[src/rtl/t2r_pkg.sv]
package t2r_pkg;

   localparam int PALETTE_ENTRIES_DEFAULT = 256;
   localparam int PAL_INDEX_W             = 8;
   localparam int WORD_W                  = 32;
   localparam int FMT_W                   = 3;

   localparam logic [FMT_W-1:0] FMT_BGRA    = 3'd0;
   localparam logic [FMT_W-1:0] FMT_RGBA    = 3'd1;
   localparam logic [FMT_W-1:0] FMT_ABGR    = 3'd2;
   localparam logic [FMT_W-1:0] FMT_ARGB    = 3'd3;
   localparam logic [FMT_W-1:0] FMT_BGR     = 3'd4;
   localparam logic [FMT_W-1:0] FMT_RGB     = 3'd5;
   localparam logic [FMT_W-1:0] FMT_RGB565  = 3'd6;
   localparam logic [FMT_W-1:0] FMT_PALETTE = 3'd7;

   localparam logic [FMT_W-1:0] FMT_RESET = FMT_RGBA;

   localparam logic OP_PAL_WRITE = 1'b0;
   localparam logic OP_CONVERT   = 1'b1;

   typedef struct packed {
      logic                   wr_en;
      logic [PAL_INDEX_W-1:0] wr_addr;
      logic [WORD_W-1:0]      wr_data;
      logic                   rd_en;
      logic [PAL_INDEX_W-1:0] rd_addr;
   } t2r_pal_req_type;

endpackage

[src/rtl/t2r_unpack.sv]
module t2r_unpack
   import t2r_pkg::*;
(
   input  logic [FMT_W-1:0]  fmt,
   input  logic [WORD_W-1:0] texel,
   output logic [WORD_W-1:0] word
);

   // floor(v*255/31) = 8v + floor(7v/31)
   function automatic logic [7:0] expand5(input logic [4:0] v);
      logic [2:0] corr;
      begin
         if (v >= 5'd31)      corr = 3'd7;
         else if (v >= 5'd27) corr = 3'd6;
         else if (v >= 5'd23) corr = 3'd5;
         else if (v >= 5'd18) corr = 3'd4;
         else if (v >= 5'd14) corr = 3'd3;
         else if (v >= 5'd9)  corr = 3'd2;
         else if (v >= 5'd5)  corr = 3'd1;
         else                 corr = 3'd0;
         expand5 = {v, 3'b000} + {5'b00000, corr};
      end
   endfunction

   // floor(v*255/63) = 4v + floor(v/21)
   function automatic logic [7:0] expand6(input logic [5:0] v);
      logic [1:0] corr;
      begin
         if (v >= 6'd63)      corr = 2'd3;
         else if (v >= 6'd42) corr = 2'd2;
         else if (v >= 6'd21) corr = 2'd1;
         else                 corr = 2'd0;
         expand6 = {v, 2'b00} + {6'b000000, corr};
      end
   endfunction

   logic [7:0]  b0, b1, b2, b3;
   logic [15:0] w565;

   assign b0   = texel[7:0];
   assign b1   = texel[15:8];
   assign b2   = texel[23:16];
   assign b3   = texel[31:24];
   assign w565 = {b1, b0};

   // packed as {A, B, G, R}
   always_comb begin
      unique case (fmt)
         FMT_BGRA:   word = {b3, b0, b1, b2};
         FMT_RGBA:   word = {b3, b2, b1, b0};
         FMT_ABGR:   word = {b0, b1, b2, b3};
         FMT_ARGB:   word = {b0, b3, b2, b1};
         FMT_BGR:    word = {8'h00, b0, b1, b2};
         FMT_RGB:    word = {8'h00, b2, b1, b0};
         FMT_RGB565: word = {8'hff, expand5(w565[4:0]), expand6(w565[10:5]),
                             expand5(w565[15:11])};
         default:    word = '0;   // palette handled downstream
      endcase
   end

endmodule

[config.mk]
export PLATFORM = sky130hd
export DESIGN_NAME = t2r_unpack
export DESIGN_NICKNAME = d
export VERILOG_FILES = /design/src/rtl/t2r_pkg.sv /design/src/rtl/t2r_unpack.sv
export SDC_FILE = /design/constraint.sdc
export NUM_CORES = 1
export LEC_CHECK = 0
export BUFFER_PORTS_ARGS = -buffer_cell sky130_fd_sc_hd__buf_2
export CAP_MARGIN = 10
export CORE_ASPECT_RATIO = 0.8
export CORE_UTILIZATION = 43
export DETAILED_ROUTE_END_ITERATION = 8
export GPL_ROUTABILITY_DRIVEN = 0
export GPL_TIMING_DRIVEN = 1
export PLACE_DENSITY = 0.8
export SETUP_SLACK_MARGIN = 0.5
export SLEW_MARGIN = 20
export SYNTH_ARGS = -nofsm -noshare
export SYNTH_HDL_FRONTEND = slang
export SYNTH_SLANG_ARGS = --single-unit
[constraint.sdc]
create_clock -name vclk -period 1.3
set_clock_uncertainty 0.15 [all_clocks]
set_input_delay 0.26 -clock vclk [all_inputs]
set_output_delay 0.26 -clock vclk [all_outputs]
set_load 0.1 [all_outputs]
==> results.json, run 1 <==
{
  "library_cell_with_the_largest_summed_area_after_synthesis": "sky130_fd_sc_hd__mux2i_1",
  "floorplan.die.width_um": 62.4,
  "firstError": "[ERROR DPL-0038] Utilization greater than 100%, impossible to legalize",
  "netlist_top_cells_area": "sky130_fd_sc_hd__mux2i_1, sky130_fd_sc_hd__o21ai_0, sky130_fd_sc_hd__a21oi_1",
  "area_of_the_mapped_netlist_mm2": 0.00125,
  "number_of_rows_created_at_floorplan": 17,
  "i_o_pins": 67,
  "yosys.cell_types.count": 42,
  "netlist.area_leader.share_pct": 16.8,
  "nets_in_the_synthesized_netlist": 223,
  "initial_utilization_pct": 45.3,
  "synthesis.area_per_instance_um2": 6.67,
  "die_height_um": 50.3,
  "input_output_buffers": 67,
  "ys_seq_area_share_pct": 0,
  "synthTopCellsByCount": "sky130_fd_sc_hd__mux2i_1, sky130_fd_sc_hd__o21ai_0, sky130_fd_sc_hd__nand2_1",
  "postSynthCellCount": 188,
  "outcome": "did not finish",
  "fail_step": "detailed placement",
  "ys_warn_count": 0
}
stage by stage:
step	hold slack, ns	cell area (µm²)
2_1_floorplan	0.619	1740
3_3_place_gp	0.771	2900
kinds of logic after synthesis:
kind of cell             after synthesis  share of synthesized area [%]
AO/OA/AOI/OAI                         71                           37.0
adder cells (fa/ha/maj)                1                          0.898
buffers and inverters                 26                           11.9
multiplexers                          25                           23.1
AND/OR/NAND/NOR                       65                           27.1
==> run 2: changes to the inputs <==
--- a/config.mk
+++ b/config.mk
@@ -7,13 +7,11 @@
 export LEC_CHECK = 0
 export BUFFER_PORTS_ARGS = -buffer_cell sky130_fd_sc_hd__buf_2
 export CAP_MARGIN = 10
-export CORE_ASPECT_RATIO = 0.8
-export CORE_UTILIZATION = 43
+export CORE_UTILIZATION = 30
 export DETAILED_ROUTE_END_ITERATION = 8
 export GPL_ROUTABILITY_DRIVEN = 0
 export GPL_TIMING_DRIVEN = 1
-export PLACE_DENSITY = 0.8
-export SETUP_SLACK_MARGIN = 0.5
+export PLACE_DENSITY_LB_ADDON = 0.15
 export SLEW_MARGIN = 20
 export SYNTH_ARGS = -nofsm -noshare
 export SYNTH_HDL_FRONTEND = slang
==> constraint.sdc (replaced) <==
create_clock -name vclk -period 1.7
set_clock_uncertainty 0.15 [all_clocks]
set_input_delay 0.34 -clock vclk [all_inputs]
set_output_delay 0.34 -clock vclk [all_outputs]
set_load 0.1 [all_outputs]
==> results.json, run 2 <==
{
  "grt_first_pass_wirelength_um": 11200,
  "nets_in_the_synthesized_netlist": 223,
  "regArea_um2": 0,
  "avgRoutedWirePerCell_um": 24.6,
  "grt_max_degree": 12,
  "route.detailed.drc": 0,
  "cp-endpoint": "word[19]",
  "netlist.area_leader.share_pct": 16.8,
  "final_min_period_over_clock_period_pct": 116,
  "clock_power_share_pct": 0,
  "worst_slew_pin_slew_ns": 0.342,
  "n_clock_buffer": 0,
  "fillers": 113,
  "design.die.area_mm2": 0.00444,
  "number_of_rows_created_at_floorplan": 23,
  "input_output_buffers": 67,
  "synth_compound_gate_area_share_pct": 37.0,
  "power.density_mw_per_mm2": 480,
  "synth-xor-area-share_pct": 0,
  "violations": "setup timing",
  "outcome": "finished with violations",
  "drv_cap": 0,
  "i_o_pins": 67,
  "fin_worst_hold_slack_ns": 0.959,
  "largest_family_of_logic_cells_by_synthesized_area": "compound AO/OA/AOI/OAI gates",
  "synthTopCellsByCount": "sky130_fd_sc_hd__mux2i_1, sky130_fd_sc_hd__o21ai_0, sky130_fd_sc_hd__nand2_1",
  "n_sequential_cell": 0,
  "drt_first_pass_iters": 4,
  "placeableCoreArea_mm2": 0.00400,
  "nNetsFinal": 360,
  "final_max_slew_viol_count": 0,
  "layout.cells.most_common": "sky130_fd_sc_hd__buf_4",
  "ys_seq_area_share_pct": 0,
  "floorplan.die.width_um": 66.6,
  "drt-vias-per-instance": 6.28,
  "grt.overflow.total": 0,
  "synth_fa_ha_area_share_pct": 0.898,
  "cp-startpoint": "fmt[0]",
  "flow.area_growth_from_synthesis_pct": 201,
  "setup_viol": 29,
  "antenna_found_initial": 0,
  "track_usage_pct": 33.5,
  "synthesis.area_per_instance_um2": 6.67,
  "p_int_mw": 0.750,
  "power_switching_share_pct": 58.6,
  "critical_path.startpoint_type": "input port",
  "power.combinational.fraction_pct": 100.0,
  "dp.final_hpwl_um": 4390,
  "worstHoldPathType": "in -> out",
  "layout_common_cells": "sky130_fd_sc_hd__buf_4, sky130_fd_sc_hd__buf_12, sky130_fd_sc_hd__buf_6",
  "cts-hold-fix-buffers": 0,
  "initial_utilization_pct": 31.3,
  "first_iter_violations": 147,
  "timing.critical_path.to_type": "output pin",
  "postSynthCellCount": 188,
  "yosys.cell_types.count": 42,
  "route.vias.total": 2349,
  "rsz0062_at_grt": "yes",
  "detail-route-antenna-nets": 0,
  "critical_path.max_fanout": 8,
  "power.switching_mw": 1.06,
  "p_leak_nw": 1.65,
  "maxClockFrequency_mhz": 508,
  "dp_worst_setup_slack_ns": -0.332,
  "portion_of_total_power_attributed_to_sequential_cells_pct": 0,
  "worst_slack_ns": -0.270,
  "netlist_top_cells_area": "sky130_fd_sc_hd__mux2i_1, sky130_fd_sc_hd__o21ai_0, sky130_fd_sc_hd__a21oi_1",
  "required_ns": 1.21,
  "timing.final.crit_period_ns": 1.97,
  "crit_slowest_cell": "sky130_fd_sc_hd__o211ai_1",
  "worst-setup-path-type": "in -> out",
  "cpPeakStageDelay_ns": 0.35,
  "synth_simple_gate_area_share_pct": 27.1,
  "synthMuxAreaShare_pct": 23.1,
  "routed_wl_um": 9210,
  "arrival_ns": 1.48,
  "timing.critical_path.cells": "buf_12 -> buf_8 -> buf_12 -> mux2i_1 -> o211ai_1 -> buf_12",
  "finalHoldViolations": 0,
  "worst_ir_drop_vdd_mv": 0.348,
  "ys_warn_count": 0,
  "final.setup.tns_ns": -4.36,
  "area_of_the_mapped_netlist_mm2": 0.00125,
  "critPathMostFrequentCell": "sky130_fd_sc_hd__buf_12",
  "die_height_um": 66.6,
  "fraction_of_layout_cells_with_a_size_suffix_above_1_pct": 80.2,
  "library_cell_with_the_largest_summed_area_after_synthesis": "sky130_fd_sc_hd__mux2i_1",
  "grt_pass1_vias": 2108,
  "worst_slew_margin_rel_pct": 76.6
}
## run 2: power by group through the flow
stage	registers [mW]	clock network [mW]	logic, mW
after global placement	0	0	1.46
after detailed placement	0	0	1.48
after global routing	0	0	1.85
after floorplan	0	0	0.934
final	0	0.0000000788	1.81
after CTS	0	0	1.66
## run 2: logic make-up (layout without fill, tap and decap cells)
| group | Yosys count | after routing |
|---|---|---|
| AOI/OAI and AO/OA | 71 | 71 |
| adders and majority gates | 1 | 1 |
| buffers and inverters | 26 | 161 |
| muxes | 25 | 25 |
| other | 0 | 1 |
| and+or+nand+nor | 65 | 65 |
## run 2: how the worst min path moves through the flow
stage / from / to / slack (ns) / depth (start not counted)
after floorplan: texel[27] / word[27] / 0.78 / 2
after global placement: texel[26] / word[26] / 0.94 / 3
after detailed placement: texel[26] / word[26] / 0.95 / 3
after CTS: texel[29] / word[29] / 0.96 / 4
after global routing: texel[30] / word[30] / 0.97 / 4
final: texel[29] / word[29] / 0.96 / 4
## run 2: per-stage QoR
step	utilization, %	cell area [µm²]	power (mW)	std cells
floorplan	-	1670	0.934	188
global placement	72.5	2900	1.46	358
detailed placement	72.5	2900	1.48	358
CTS	87.2	3490	1.66	364
global route	94.2	3770	1.85	373
finish	94.2	3770	1.81	374
## run 2: critical path, delay by kind of cell
family / cells / cell delay [ns]
muxes: 1 / 0.16
buffers and inverters: 4 / 0.62
AOI/OAI and AO/OA: 1 / 0.35
## run 2: cell type report
cell class                 count  area, µm²  share of cell area, %
antenna                        1       2.50                 0.0664
inverter                       9       36.3                  0.962
multi-input combinational    162       1820                   48.4
tap                           50       62.6                   1.66
timing repair buffer         152       1850                   49.0
## run 2: per-layer routing
metal	up-vias	global-route usage, %	wire [µm]
met4	0	5.05	607
met1	1141	42.7	3420
met5	-	0	0
li1	976	-	-
met2	169	62.1	4560
met3	63	1.71	629
## run 2: timing repair
| item | 4_1_cts | 5_1_grt |
|---|---|---|
| setup buffers | 6 | 9 |
| setup endpoints to repair | 32 | 32 |
| resized for setup | 114 | 43 |
| pin swaps | 39 | 25 |
| cloned | 5 | 1 |
No activity file was read; power rests on OpenSTA's default activity.
